===== src/sv/mck_pkg.sv =====
// ----------------------------------------------------------------------------
// mck_pkg: shared types, constants and symbol lookup for the Morse keyer
// Holds the ITU symbol tables, register codes and controller/datapath structs.
// ----------------------------------------------------------------------------
package mck_pkg;

    localparam int CHAR_W    = 8;
    localparam int UNIT_W    = 4;
    localparam int CFG_IDX_W = 2;
    localparam int ELEM_W    = 5;
    localparam int CNT_W     = 3;

    // Register indexes on the configuration port
    localparam logic [CFG_IDX_W-1:0] REG_DASH       = 2'd0;
    localparam logic [CFG_IDX_W-1:0] REG_LETTER_GAP = 2'd1;
    localparam logic [CFG_IDX_W-1:0] REG_WORD_GAP   = 2'd2;

    localparam logic [UNIT_W-1:0] DASH_RST       = 4'd3;
    localparam logic [UNIT_W-1:0] LETTER_GAP_RST = 4'd2;
    localparam logic [UNIT_W-1:0] WORD_GAP_RST   = 4'd6;
    localparam logic [UNIT_W-1:0] ONE_UNIT       = 4'd1;

    localparam logic [CHAR_W-1:0] ASCII_SPACE   = 8'h20;
    localparam logic [CHAR_W-1:0] ASCII_DIGIT_0 = 8'h30;
    localparam logic [CHAR_W-1:0] ASCII_DIGIT_9 = 8'h39;
    localparam logic [CHAR_W-1:0] ASCII_UPPER_A = 8'h41;
    localparam logic [CHAR_W-1:0] ASCII_UPPER_Z = 8'h5A;
    localparam logic [CHAR_W-1:0] ASCII_LOWER_A = 8'h61;
    localparam logic [CHAR_W-1:0] ASCII_LOWER_Z = 8'h7A;

    localparam logic [CNT_W-1:0] SYM_LEN_MAX = 3'd5;

    // Symbol code: [7:5] element count, [4:0] elements, first in bit (count-1),
    // 1 = dash, 0 = dot.
    localparam logic [7:0] LETTER_SYMS [26] = '{
        {3'd2, 5'h01}, {3'd4, 5'h08}, {3'd4, 5'h0A}, {3'd3, 5'h04},
        {3'd1, 5'h00}, {3'd4, 5'h02}, {3'd3, 5'h06}, {3'd4, 5'h00},
        {3'd2, 5'h00}, {3'd4, 5'h07}, {3'd3, 5'h05}, {3'd4, 5'h04},
        {3'd2, 5'h03}, {3'd2, 5'h02}, {3'd3, 5'h07}, {3'd4, 5'h06},
        {3'd4, 5'h0D}, {3'd3, 5'h02}, {3'd3, 5'h00}, {3'd1, 5'h01},
        {3'd3, 5'h01}, {3'd4, 5'h01}, {3'd3, 5'h03}, {3'd4, 5'h09},
        {3'd4, 5'h0B}, {3'd4, 5'h0C}
    };

    localparam logic [7:0] DIGIT_SYMS [10] = '{
        {3'd5, 5'h1F}, {3'd5, 5'h0F}, {3'd5, 5'h07}, {3'd5, 5'h03},
        {3'd5, 5'h01}, {3'd5, 5'h00}, {3'd5, 5'h10}, {3'd5, 5'h18},
        {3'd5, 5'h1C}, {3'd5, 5'h1E}
    };

    typedef struct packed {
        logic              known;
        logic [CNT_W-1:0]  count;
        logic [ELEM_W-1:0] elems;   // first element in the MSB
    } sym_t;

    typedef struct packed {
        logic load;
        logic emit;
    } cmd_t;

    typedef struct packed {
        logic out_free;
        logic next_last;
    } stat_t;

    function automatic sym_t sym_lookup(input logic [CHAR_W-1:0] c);
        sym_t              s;
        logic [7:0]        code;
        logic [CHAR_W-1:0] off;
        code = 8'h00;
        off  = '0;
        s.known = 1'b0;
        if (c >= ASCII_UPPER_A && c <= ASCII_UPPER_Z) begin
            off     = c - ASCII_UPPER_A;
            code    = LETTER_SYMS[off[4:0]];
            s.known = 1'b1;
        end
        else if (c >= ASCII_LOWER_A && c <= ASCII_LOWER_Z) begin
            off     = c - ASCII_LOWER_A;
            code    = LETTER_SYMS[off[4:0]];
            s.known = 1'b1;
        end
        else if (c >= ASCII_DIGIT_0 && c <= ASCII_DIGIT_9) begin
            off     = c - ASCII_DIGIT_0;
            code    = DIGIT_SYMS[off[3:0]];
            s.known = 1'b1;
        end
        s.count = s.known ? code[7:5] : '0;
        s.elems = ELEM_W'(code[4:0] << (SYM_LEN_MAX - code[7:5]));
        return s;
    endfunction

endpackage


===== src/sv/mck_if.sv =====
// ----------------------------------------------------------------------------
// mck_if: valid/ready channels of the Morse keyer
// Character input channel and lamp segment output channel.
// ----------------------------------------------------------------------------
interface mck_char_if;
    logic                      valid;
    logic                      ready;
    logic [mck_pkg::CHAR_W-1:0] character;

    modport source (output valid, output character, input ready);
    modport sink   (input valid, input character, output ready);
endinterface

interface mck_seg_if;
    logic                      valid;
    logic                      ready;
    logic                      lamp_on;
    logic [mck_pkg::UNIT_W-1:0] duration_units;
    logic                      last_segment;

    modport source (output valid, output lamp_on, output duration_units,
                    output last_segment, input ready);
    modport sink   (input valid, input lamp_on, input duration_units,
                    input last_segment, output ready);
endinterface


===== src/sv/mck_ctrl.sv =====
// ----------------------------------------------------------------------------
// mck_ctrl: keyer controller
// Takes one character, then steps the datapath through its segments.
// ----------------------------------------------------------------------------
module mck_ctrl (
    input  logic           clk,
    input  logic           rst_n,
    input  logic           in_valid,
    output logic           in_ready,
    input  mck_pkg::stat_t stat,
    output mck_pkg::cmd_t  cmd
);
    import mck_pkg::*;

    localparam logic ST_IDLE = 1'b0;
    localparam logic ST_RUN  = 1'b1;

    logic state_reg;
    logic state_next;

    assign in_ready = (state_reg == ST_IDLE);
    assign cmd.load = in_valid && in_ready;
    assign cmd.emit = (state_reg == ST_RUN) && stat.out_free;

    always_comb
    begin
        state_next = state_reg;
        case (state_reg)
            ST_IDLE:
            begin
                if (cmd.load)
                begin
                    state_next = ST_RUN;
                end
            end
            ST_RUN:
            begin
                if (cmd.emit && stat.next_last)
                begin
                    state_next = ST_IDLE;
                end
            end
            default:
            begin
                state_next = ST_IDLE;
            end
        endcase
    end

    always_ff @(posedge clk or negedge rst_n)
    begin
        if (!rst_n)
        begin
            state_reg <= ST_IDLE;
        end
        else
        begin
            state_reg <= state_next;
        end
    end

endmodule


===== src/sv/mck_datapath.sv =====
// ----------------------------------------------------------------------------
// mck_datapath: keyer datapath
// Timing registers, symbol lookup, element shifter and output segment register.
// ----------------------------------------------------------------------------
module mck_datapath (
    input  logic                              clk,
    input  logic                              rst_n,
    input  logic                              cfg_we,
    input  logic [mck_pkg::CFG_IDX_W-1:0]     cfg_index,
    input  logic [mck_pkg::UNIT_W-1:0]        cfg_wdata,
    input  logic [mck_pkg::CHAR_W-1:0]        character,
    input  logic                              out_ready,
    input  mck_pkg::cmd_t                     cmd,
    output mck_pkg::stat_t                    stat,
    output logic                              out_valid,
    output logic                              lamp_on,
    output logic [mck_pkg::UNIT_W-1:0]        duration_units,
    output logic                              last_segment
);
    import mck_pkg::*;

    logic [UNIT_W-1:0] dash_reg;
    logic [UNIT_W-1:0] lgap_reg;
    logic [UNIT_W-1:0] wgap_reg;

    logic              space_reg;
    logic [CNT_W-1:0]  cnt_reg;
    logic [ELEM_W-1:0] elems_reg;
    logic              gap_phase_reg;   // 1: off slot after the current element

    logic              out_valid_reg;
    logic              out_valid_next;
    logic              lamp_reg;
    logic [UNIT_W-1:0] dur_reg;
    logic              last_reg;

    logic              seg_lamp;
    logic [UNIT_W-1:0] seg_dur;
    logic              seg_last;
    logic              in_elems;
    sym_t              sym;

    assign sym      = sym_lookup(character);
    assign in_elems = !space_reg && (cnt_reg != '0);

    always_comb
    begin
        seg_lamp = 1'b0;
        seg_dur  = lgap_reg;
        seg_last = 1'b1;
        if (space_reg)
        begin
            seg_dur = wgap_reg;
        end
        else if (in_elems && !gap_phase_reg)
        begin
            seg_lamp = 1'b1;
            seg_dur  = elems_reg[ELEM_W-1] ? dash_reg : ONE_UNIT;
            seg_last = 1'b0;
        end
        else if (in_elems)
        begin
            seg_dur  = ONE_UNIT;
            seg_last = 1'b0;
        end
    end

    assign stat.out_free  = !out_valid_reg || out_ready;
    assign stat.next_last = seg_last;

    always_comb
    begin
        if (cmd.emit)
        begin
            out_valid_next = 1'b1;
        end
        else if (out_ready)
        begin
            out_valid_next = 1'b0;
        end
        else
        begin
            out_valid_next = out_valid_reg;
        end
    end

    always_ff @(posedge clk or negedge rst_n)
    begin
        if (!rst_n)
        begin
            dash_reg      <= DASH_RST;
            lgap_reg      <= LETTER_GAP_RST;
            wgap_reg      <= WORD_GAP_RST;
            out_valid_reg <= 1'b0;
        end
        else
        begin
            out_valid_reg <= out_valid_next;
            if (cfg_we)
            begin
                case (cfg_index)
                    REG_DASH:       dash_reg <= cfg_wdata;
                    REG_LETTER_GAP: lgap_reg <= cfg_wdata;
                    REG_WORD_GAP:   wgap_reg <= cfg_wdata;
                    default:        ;
                endcase
            end
        end
    end

    always_ff @(posedge clk)
    begin
        if (cmd.load)
        begin
            space_reg     <= (character == ASCII_SPACE);
            cnt_reg       <= sym.count;
            elems_reg     <= sym.elems;
            gap_phase_reg <= 1'b0;
        end
        else if (cmd.emit && in_elems)
        begin
            if (gap_phase_reg)
            begin
                cnt_reg       <= cnt_reg - 1'b1;
                elems_reg     <= {elems_reg[ELEM_W-2:0], 1'b0};
                gap_phase_reg <= 1'b0;
            end
            else
            begin
                gap_phase_reg <= 1'b1;
            end
        end
        if (cmd.emit)
        begin
            lamp_reg <= seg_lamp;
            dur_reg  <= seg_dur;
            last_reg <= seg_last;
        end
    end

    assign out_valid      = out_valid_reg;
    assign lamp_on        = lamp_reg;
    assign duration_units = dur_reg;
    assign last_segment   = last_reg;

endmodule


===== src/sv/morse_code_keyer_core.sv =====
// ----------------------------------------------------------------------------
// morse_code_keyer_core: ITU Morse keyer, letters and digits
// Turns one ASCII character into a run of timed lamp segments.
// ----------------------------------------------------------------------------
// Each accepted character produces 1 to 11 segments (lamp level plus a length
// in time units); the final one carries last_segment. Once a character is
// loaded, the segment sequencer emits one segment per cycle while the output
// is not stalled, and the next character is taken once the last segment sits
// in the output register. Letters in either case and digits follow the ITU
// table, a space gives a single word-gap segment, any other code gives only
// the letter gap. Timing registers (0 dash, 1 letter gap, 2 word gap) are to
// be written only while idle; the block itself does not enforce this.
// ----------------------------------------------------------------------------
module morse_code_keyer_core (
    input  logic                          clk,
    input  logic                          rst_n,
    mck_char_if.sink                      in_ch,
    mck_seg_if.source                     out_seg,
    input  logic                          cfg_we,
    input  logic [mck_pkg::CFG_IDX_W-1:0] cfg_index,
    input  logic [mck_pkg::UNIT_W-1:0]    cfg_wdata
);
    import mck_pkg::*;

    cmd_t  cmd;
    stat_t stat;

    mck_ctrl u_ctrl (
        .clk      (clk),
        .rst_n    (rst_n),
        .in_valid (in_ch.valid),
        .in_ready (in_ch.ready),
        .stat     (stat),
        .cmd      (cmd)
    );

    mck_datapath u_dp (
        .clk            (clk),
        .rst_n          (rst_n),
        .cfg_we         (cfg_we),
        .cfg_index      (cfg_index),
        .cfg_wdata      (cfg_wdata),
        .character      (in_ch.character),
        .out_ready      (out_seg.ready),
        .cmd            (cmd),
        .stat           (stat),
        .out_valid      (out_seg.valid),
        .lamp_on        (out_seg.lamp_on),
        .duration_units (out_seg.duration_units),
        .last_segment   (out_seg.last_segment)
    );

endmodule


===== src/flat_wrapper.sv =====
// flat-port wrapper written by rule: the top's interface ports become plain ports
module morse_code_keyer_core_flat import mck_pkg::*;
  (clk, rst_n, cfg_we, cfg_index, cfg_wdata, in_ch_valid, in_ch_character, in_ch_ready, out_seg_valid, out_seg_lamp_on, out_seg_duration_units, out_seg_last_segment, out_seg_ready);
  mck_char_if in_ch_i ();
  mck_seg_if out_seg_i ();
  input  logic clk;
  input  logic rst_n;
  input  logic cfg_we;
  input  logic [mck_pkg::CFG_IDX_W-1:0] cfg_index;
  input  logic [mck_pkg::UNIT_W-1:0] cfg_wdata;
  input wire logic [$bits(in_ch_i.valid)-1:0] in_ch_valid;
  input wire logic [$bits(in_ch_i.character)-1:0] in_ch_character;
  output wire logic [$bits(in_ch_i.ready)-1:0] in_ch_ready;
  output wire logic [$bits(out_seg_i.valid)-1:0] out_seg_valid;
  output wire logic [$bits(out_seg_i.lamp_on)-1:0] out_seg_lamp_on;
  output wire logic [$bits(out_seg_i.duration_units)-1:0] out_seg_duration_units;
  output wire logic [$bits(out_seg_i.last_segment)-1:0] out_seg_last_segment;
  input wire logic [$bits(out_seg_i.ready)-1:0] out_seg_ready;
  assign in_ch_i.valid = in_ch_valid;
  assign in_ch_i.character = in_ch_character;
  assign in_ch_ready = in_ch_i.ready;
  assign out_seg_valid = out_seg_i.valid;
  assign out_seg_lamp_on = out_seg_i.lamp_on;
  assign out_seg_duration_units = out_seg_i.duration_units;
  assign out_seg_last_segment = out_seg_i.last_segment;
  assign out_seg_i.ready = out_seg_ready;
  morse_code_keyer_core u_core (.clk(clk), .rst_n(rst_n), .in_ch(in_ch_i), .out_seg(out_seg_i), .cfg_we(cfg_we), .cfg_index(cfg_index), .cfg_wdata(cfg_wdata));
endmodule

===== config.mk =====
export PLATFORM = sky130hd
export DESIGN_NAME = morse_code_keyer_core_flat
export DESIGN_NICKNAME = d
export VERILOG_FILES = /design/src/sv/mck_pkg.sv /design/src/sv/mck_if.sv /design/src/sv/mck_ctrl.sv /design/src/sv/mck_datapath.sv /design/src/sv/morse_code_keyer_core.sv /design/src/flat_wrapper.sv
export SDC_FILE = /design/constraint.sdc
export NUM_CORES = 1
export LEC_CHECK = 0
export BUFFER_PORTS_ARGS = -buffer_cell sky130_fd_sc_hd__buf_2
export CAP_MARGIN = 10
export CORE_MARGIN = 2
export CORE_UTILIZATION = 58
export DETAILED_ROUTE_END_ITERATION = 6
export HOLD_SLACK_MARGIN = 0.12
export PLACE_DENSITY = 0.77
export SYNTH_ARGS = -nofsm -noshare
export SYNTH_HDL_FRONTEND = slang
export SYNTH_SLANG_ARGS = --single-unit

===== constraint.sdc =====
create_clock -name clk -period 2.6 [get_ports clk]
set_input_delay 0.26 -clock clk [delete_from_list [all_inputs] [get_ports clk]]
set_output_delay 0.26 -clock clk [all_outputs]
set_load 0.005 [all_outputs]

==> results of run 1 <==
## where the power goes
part	total (mW)	switching (mW)	internal, mW
Clock	0.343	0.158	0.185
Combinational	0.571	0.305	0.267
Sequential	0.717	0.0500	0.667
Total	1.63	0.513	1.12
## worst register-to-register path, stage by stage (launching register included)
cell and delay (ns):
edfxtp_1 0.35, inv_1 0.05, ha_1 0.19, ha_1 0.25
nor2_1 0.20, nand2_1 0.11, o21ai_0 0.17, buf_4 0.19
## Yosys cell counts (2+ instances only)
library cell and instances:
o21ai_0 19, inv_1 16, edfxtp_1 15, mux2_2 15
nand2_1 15, nor2_1 15, a21oi_1 14, ha_1 11
clkbuf_1 10, dfrtp_1 9, nand2b_1 6, dfstp_2 5
mux2i_1 5, nand3_1 5, a211oi_1 4, and3_1 4
nor4_1 4, a21o_1 3, a221o_1 3, a22o_1 3
a22oi_1 3, and2_1 3, nor3_1 3, a21boi_0 2
a31oi_1 2, nand3b_1 2, nor2b_1 2, nor3b_1 2
o21a_1 2, o22ai_1 2, o311a_1 2, o31ai_1 2
xnor2_1 2
## area by class of cell
| type | instances | area, um2 |
|---|---|---|
| multi-input cells | 176 | 1360 |
| clock inverters | 2 | 10.0 |
| well taps | 48 | 60.1 |
| fillers | 263 | 863 |
| clock buffers | 6 | 72.6 |
| inverters | 16 | 77.6 |
| repair buffers | 62 | 415 |
| flip-flops and latches | 30 | 827 |
## cell families (layout without fill, tap and decap cells)
| kind of cell | Yosys count | after routing | share of synthesized area (%) |
|---|---|---|---|
| adders and majority gates | 11 | 11 | 6.17 |
| AOI/OAI and AO/OA | 69 | 69 | 20.4 |
| and+or+nand+nor | 70 | 70 | 17.3 |
| buffers and inverters | 28 | 86 | 5.10 |
| muxes | 21 | 21 | 10.8 |
| xor gates and xnor gates | 5 | 5 | 3.14 |
| DFF | 30 | 30 | 37.1 |
## metrics by stage
step	total power [mW]	hold WS [ns]	instance area (um2)	cells	setup slack (ns)
3_3_place_gp	1.26	0.166	2720	331	-0.0956
6_report	1.63	0.243	2830	340	0.0791
4_1_cts	1.63	0.235	2810	340	0.138
3_5_place_dp	1.29	0.173	2720	331	-0.151
5_1_grt	1.74	0.237	2830	340	-0.0386
2_1_floorplan	1.08	-0.0356	2360	234	-0.114
## cells in the final DEF, fill, tap and decap left out, types with 3 or more instances in the layout
cell       n
buf_4     34
buf_2     26
o21ai_0   16
nor2_1    15
nand2_1   15
mux2_2    15
edfxtp_1  15
a21oi_1   14
inv_1     12
dfrtp_1    9
ha_1       8
nand2b_1   6
mux2i_1    5
nand3_1    5
clkbuf_8   5
dfstp_2    5
and3_1     4
nor4_1     4
o21ai_1    4
a211oi_1   4
a22oi_1    3
nor3_1     3
a21o_1     3
a221o_1    3
a22o_1     3
and2_1     3
ha_4       3
## worst min path at each step
stage	from	end	depth (start not counted)
after floorplan	rst_n	u_core.u_ctrl.state_reg	0
after global placement	rst_n	u_core.u_dp.out_valid	1
after detailed placement	rst_n	u_core.u_dp.out_valid	1
after CTS	cfg_wdata[1]	u_core.u_dp.lgap_reg[1]	2
after global routing	cfg_wdata[1]	u_core.u_dp.wgap_reg[1]	2
final	cfg_wdata[1]	u_core.u_dp.lgap_reg[1]	2
## layer usage
| metal | track usage [%] | vias up | share of wire, % |
|---|---|---|---|
| met5 | 0 | - | 0 |
| met4 | 6.38 | 0 | 0.67 |
| met3 | 4.77 | 8 | 6.6 |
| met2 | 39.9 | 87 | 44 |
| met1 | 41.1 | 922 | 49 |
| li1 | - | 984 | - |
## repair_timing
| item | CTS | global route |
|---|---|---|
| endpoints found under the hold margin | 9 | 0 |
| hold buffers | 1 | 0 |
| resized for setup | 0 | 2 |
| endpoints found under the setup margin | 0 | 2 |
==> reports/metrics.yaml, run 1 <==
floorplan:
  row_count: 22
  dieWidth_um: 66.0
  io_pins: 27
  start_util_pct: 60.5
  coreArea_um2: 3690
  die_h_um: 66.0
  die-area_um2: 4360
sta:
  fin_crit_sh_pct: 97.0
  drv_slew: 0
  fin_tns_setup_ns: 0
  max_freq_ghz: 0.397
  relSlewSlack_pct: 57.9
  finalSetupViolations: 0
  finClkSkew_ns: 0.00989
  hold_viol: 0
  worst_slew_pin_slew_ns: 0.631
  period_needed_ns: 2.52
critical_path:
  cp.depth: 12
  cp_num_buf_inv: 3
  crit_fanout: 10
  rr_worst_depth: 7
  critPathLaunchType: "input pin"
  crit_path_end_kind: "flip-flop"
  startpoint: "in_ch_character[1]"
  cp_cell_sequence: "buf_2 > inv_8 > ha_4 > inv_4 > ha_4 > o21ai_1 > a211oi_1 > o31ai_2 > o21ai_1 > a21o_1 > mux2_2 > a221o_1"
  rr_endpoint: "u_core.u_dp.cnt_reg[0]"
  worstPathRequired_ns: 2.61
  critPathArrivalTime_ns: 2.53
  r2r_setup_slack_ns: 0.80
  crit_family: "compound AO/OA/AOI/OAI gates"
  critPathSlowestCell: "mux2_2"
  r2r-start: "u_core.u_dp.cnt_reg[0]"
  worstSetupEndpoint: "u_core.u_dp.elems_reg[3]"
  crit_type: "in -> reg"
  slowest_delay_ns: 0.36
synthesis:
  yosysTopAreaCell: "edfxtp_1"
  async_flop_share_pct: 46.7
  synth_nets: 264
  synth_top_area_share_pct: 20.2
  synth-edff-count: 15
  syn_avg_cell_area_um2: 9.53
  synth_cells: 234
  synth.cell_area_um2: 2230
  yosysSeqAreaShare_pct: 37.1
  ys.flop_type: "edfxtp_1"
  ys.warnings.count: 0
  synth.area.top_cells: "edfxtp_1 20%, dfrtp_1 10%, mux2_2 7.6%"
  synth-seq-cells: 30
  synth.distinct_cells: 57
cells_and_area:
  fin_nets: 321
  area_delta_synth_final_pct: 26.6
  utilization_pct: 76.6
  drive_gt1_share_pct: 36.0
  diodes: 0
  largest_reg_flops: 5
grt:
  grt_pass1_vias: 1897
  grt_overflow_total: 0
  grt_pass1_wl_um: 8980
  antenna_found_initial: 0
  grt_max_degree: 17
  grt_use_total_pct: 27.0
route:
  vias: 2001
  drc: 0
  postRouteAntennaNets: 0
  drt_wl_total_um: 5350
  drt-wirelength-per-cell_um: 15.7
  viasPerCell: 5.89
  firstDrtPassIters: 5
  initialDrtViolationCount: 150
worst_hold_path:
  min_path_type: "in -> reg"
clock_network:
  clkTransAtPathRegs_ns: 0.06
  cts_tree: "done"
  clockBufferDepth: 2
  htreeDepth: 2
  cts.sinks: 30
  cts_made_buffers: 5
  cts-root-buf: "clkbuf_8"
  cts_setup_buffers: 0
  clk-insertion-delay-late_ns: 0.28
power_and_ir_drop:
  power-per-cell-area_nw_per_um2: 578
  p_leak_nw: 1.22
  peakVddDrop_uv: 476
placement:
  globalplace.congestion: 0.924
  portBuffers: 26
  dp_hpwl_um: 4200
run_status:
  outcome: "complete, no violations"
run:
  maxCapViolations: 0
Note: power is estimated with default switching activity, not from simulation.
==> run 2, diff against run 1 <==
--- a/config.mk
+++ b/config.mk
@@ -14,4 +14,5 @@
 export PLACE_DENSITY = 0.77
 export SYNTH_ARGS = -nofsm -noshare
 export SYNTH_HDL_FRONTEND = slang
+export SYNTH_HIERARCHICAL = 1
 export SYNTH_SLANG_ARGS = --single-unit
==> reports/metrics.yaml, run 2 <==
run_status:
  outcome: "complete, no violations"  # unchanged
synthesis:
  synth_top_area_share_pct: 20.8  # was 20.2%
  synth.distinct_cells: 61  # was 57
  synth_common_cells: "18 x nand2_1, 15 x edfxtp_1, 15 x inv_1"  # was 19 x o21ai_0, 16 x inv_1
  synth_cells: 222  # was 234
  synth-seq-cells: 30  # unchanged
  ys.flop_type: "edfxtp_1"  # unchanged
  ys.warnings.count: 6  # was 0
  yosysTopAreaCell: "edfxtp_1"  # unchanged
  async_flop_share_pct: 46.7  # unchanged
  syn_avg_cell_area_um2: 9.76  # was 9.53 um2
  synth.area.top_cells: "edfxtp_1 21%, dfrtp_1 10%, ha_1 6.4%"  # was edfxtp_1 20%, dfrtp_1 10%, mux2_2 7.6%
  synth_nets: 252  # was 264
  synth_most_common_cell: "nand2_1"  # was o21ai_0
  yosysSeqAreaShare_pct: 38.2  # was 37.1%
  synth-edff-count: 15  # unchanged
  synth.cell_area_um2: 2170  # was 2230 um2
cells_and_area:
  final_area_um2: 2730  # was 2830 um2
  drive_gt1_share_pct: 36.1  # was 36.0%
  fin_cells: 328  # was 340
  fin_nets: 309  # was 321
  largest_reg_flops: 5  # unchanged
  area_delta_synth_final_pct: 25.9  # was 26.6%
  final_cell_mix: "32 x buf_4, 26 x buf_2, 18 x nand2_1"  # was 34 x buf_4, 26 x buf_2, 16 x o21ai_0
  final_common_cell: "buf_4"  # unchanged
  diodes: 0  # unchanged
critical_path:
  cp_cell_sequence: "buf_2 > clkinvlp_4 > ha_4 > inv_1 > ha_1 > nor2b_2 > buf_4 > a31oi_1 > o211a_1 > a31oi_2 > mux2i_1 > and3_1 > a221o_1"  # was buf_2 > inv_8 > ha_4 > inv_4 > ha_4 > o21ai_1 > a211oi_1 > o31ai_2 > o21ai_1 > a21o_1 > mux2_2 > a221o_1
  crit_family: "compound AO/OA/AOI/OAI gates"  # unchanged
  worstPathRequired_ns: 2.64  # was 2.61 ns
  crit_type: "in -> reg"  # unchanged
  crit_path_end_kind: "flip-flop"  # unchanged
  slowest_delay_ns: 0.36  # about the same
  cp_num_buf_inv: 4  # was 3
  critPathSlowestCell: "ha_1"  # was mux2_2
  crit_fanout: 6  # was 10
  r2r_setup_slack_ns: 0.79  # was 0.80 ns
  critPathArrivalTime_ns: 2.53  # about the same
  critPathLaunchType: "input pin"  # unchanged
placement:
  dp_hpwl_um: 3970  # was 4200 um
  portBuffers: 26  # unchanged
  placed_area_um2: 2590  # was 2720 um2
  globalplace.congestion: 0.929  # was 0.924
  dp.cells: 319  # was 331
  preCtsSetupSlack_ns: -0.178  # was -0.151 ns
sta:
  relSlewSlack_pct: 57.3  # was 57.9%
  finClkSkew_ns: 0.00951  # was 0.00989 ns
  drv_slew: 0  # unchanged
  period_needed_ns: 2.49  # was 2.52 ns
  max_freq_ghz: 0.402  # was 0.397 GHz
  finalSetupViolations: 0  # unchanged
  fin_tns_setup_ns: 0  # unchanged
  hold_slack_ns: 0.245  # was 0.243 ns
  hold_viol: 0  # unchanged
  fin_ws_ns: 0.112  # was 0.0791 ns
  worst_slew_pin_slew_ns: 0.639  # was 0.631 ns
  fin_crit_sh_pct: 95.7  # was 97.0%
run:
  maxCapViolations: 0  # unchanged
grt:
  grt_max_degree: 16  # was 17
  grt_pass1_wl_um: 8650  # was 8980 um
  grt_overflow_total: 0  # unchanged
  grt_pass1_vias: 1850  # was 1897
  antenna_found_initial: 0  # unchanged
  grt_use_total_pct: 26.9  # was 27.0%
route:
  firstDrtPassIters: 4  # was 5
  viasPerCell: 5.91  # was 5.89
  initialDrtViolationCount: 169  # was 150
  wl_met2_um: 2630  # was 2360 um
  vias: 1940  # was 2001
  drc: 0  # unchanged
  drt_wl_total_um: 5180  # was 5350 um
  drt-wirelength-per-cell_um: 15.8  # was 15.7 um
  top_layer_used: "met4"  # unchanged
  wl_met3_um: 264  # was 354 um
  postRouteAntennaNets: 0  # unchanged
  m1WireLength_um: 2190  # was 2600 um
clock_network:
  cts_tree: "done"  # unchanged
  htreeDepth: 2  # unchanged
  clockBufferDepth: 2  # unchanged
  cts-root-buf: "clkbuf_8"  # unchanged
  clk-insertion-delay-late_ns: 0.28  # about the same
  cts_made_buffers: 5  # unchanged
  cts.sinks: 30  # unchanged
  clkTransAtPathRegs_ns: 0.07  # was 0.06 ns
floorplan:
  row_count: 22  # unchanged
  die_h_um: 65.1  # was 66.0 um
  io_pins: 27  # unchanged
  coreArea_um2: 3630  # was 3690 um2
  start_util_pct: 59.6  # was 60.5%
  die-area_um2: 4240  # was 4360 um2
  dieWidth_um: 65.1  # was 66.0 um
power_and_ir_drop:
  power-per-cell-area_nw_per_um2: 642  # was 578 nW/um2
  p_leak_nw: 1.15  # was 1.22 nW
  peakVddDrop_uv: 248  # was 476 uV
worst_hold_path:
  min_path_type: "in -> reg"  # unchanged
run 2: changes by cell type in the layout (fill, tap and decap cells not counted), moves of 3 or more:
cell,previous run,this run
a21oi_1,14,11
clkinvlp_4,0,3
mux2_2,15,12
mux2i_1,5,8
nand2_1,15,18
nor4_1,4,1
o21ai_1,4,1
run 2: worst register-to-register path: stages (launching register included):
cell      delay [ns]
edfxtp_1        0.36
inv_1           0.05
ha_1            0.19
ha_1            0.25
nor2_1          0.20
nand2_1         0.12
o21ai_0         0.16
buf_4           0.19
run 2: path summary, 6_finish.rpt:
| path | end | cells past startpoint | startpoint |
|---|---|---|---|
| worst max-delay path | u_core/u_dp/elems_reg[3] | 13 | in_ch_character[0] |
| worst min-delay path | u_core/u_ctrl/state_reg | 3 | in_ch_valid |
| min in group asynchronous | u_core/u_dp/lgap_reg[3] | 2 | rst_n |
| max in group asynchronous | u_core/u_dp/dash_reg[0] | 2 | rst_n |
| worst min register to register | u_core/u_ctrl/state_reg | 1 | u_core/u_ctrl/state_reg |
| worst max register to register | u_core/u_dp/elems_reg[3] | 7 | u_core/u_dp/cnt_reg[0] |
run 2: kinds of logic (layout without fill, tap and decap cells):
logic type / count (synthesis) / after routing / synth area share, %
buf+inv: 25 / 83 / 4.74
flops: 30 / 30 / 38.2
mux: 22 / 22 / 11.6
xor+xnor: 6 / 6 / 3.12
simple gates: 65 / 65 / 16.2
compound gates: 63 / 63 / 19.8
fa+ha+maj: 11 / 11 / 6.35
run 2: layout make-up:
cell class / count / area (um2)
clock buffers: 6 / 82.6
clock inverters: 2 / 12.5
fillers: 268 / 906
inverters: 15 / 63.8
multi-input cells: 167 / 1280
flip-flops and latches: 30 / 827
well taps: 48 / 60.1
repair buffers: 60 / 400
run 2: timing repair:
action	4_1_cts	5_1_grt
buffers inserted	0	0
setup endpoints to repair	0	2
resized for setup	0	4
endpoints found under the hold margin	9	0
hold buffers	1	0
run 2: metrics by stage:
stage	power, mW	utilization (%)
floorplan	1.14	-
global placement	1.35	71.3
detailed placement	1.36	71.3
CTS	1.75	74.2
global route	1.87	75.1
finish	1.75	75.1
run 2: power breakdown:
group | internal, mW | switching, mW
Clock | 0.212 | 0.173
Combinational | 0.287 | 0.317
Sequential | 0.701 | 0.0600
Total | 1.20 | 0.550
run 2: layer usage:
metal / track usage [%] / vias to the layer above
li1: - / 936
met1: 33.1 / 919
met2: 47.6 / 72
met3: 5.14 / 13
met4: 9.11 / 0
met5: 0 / -
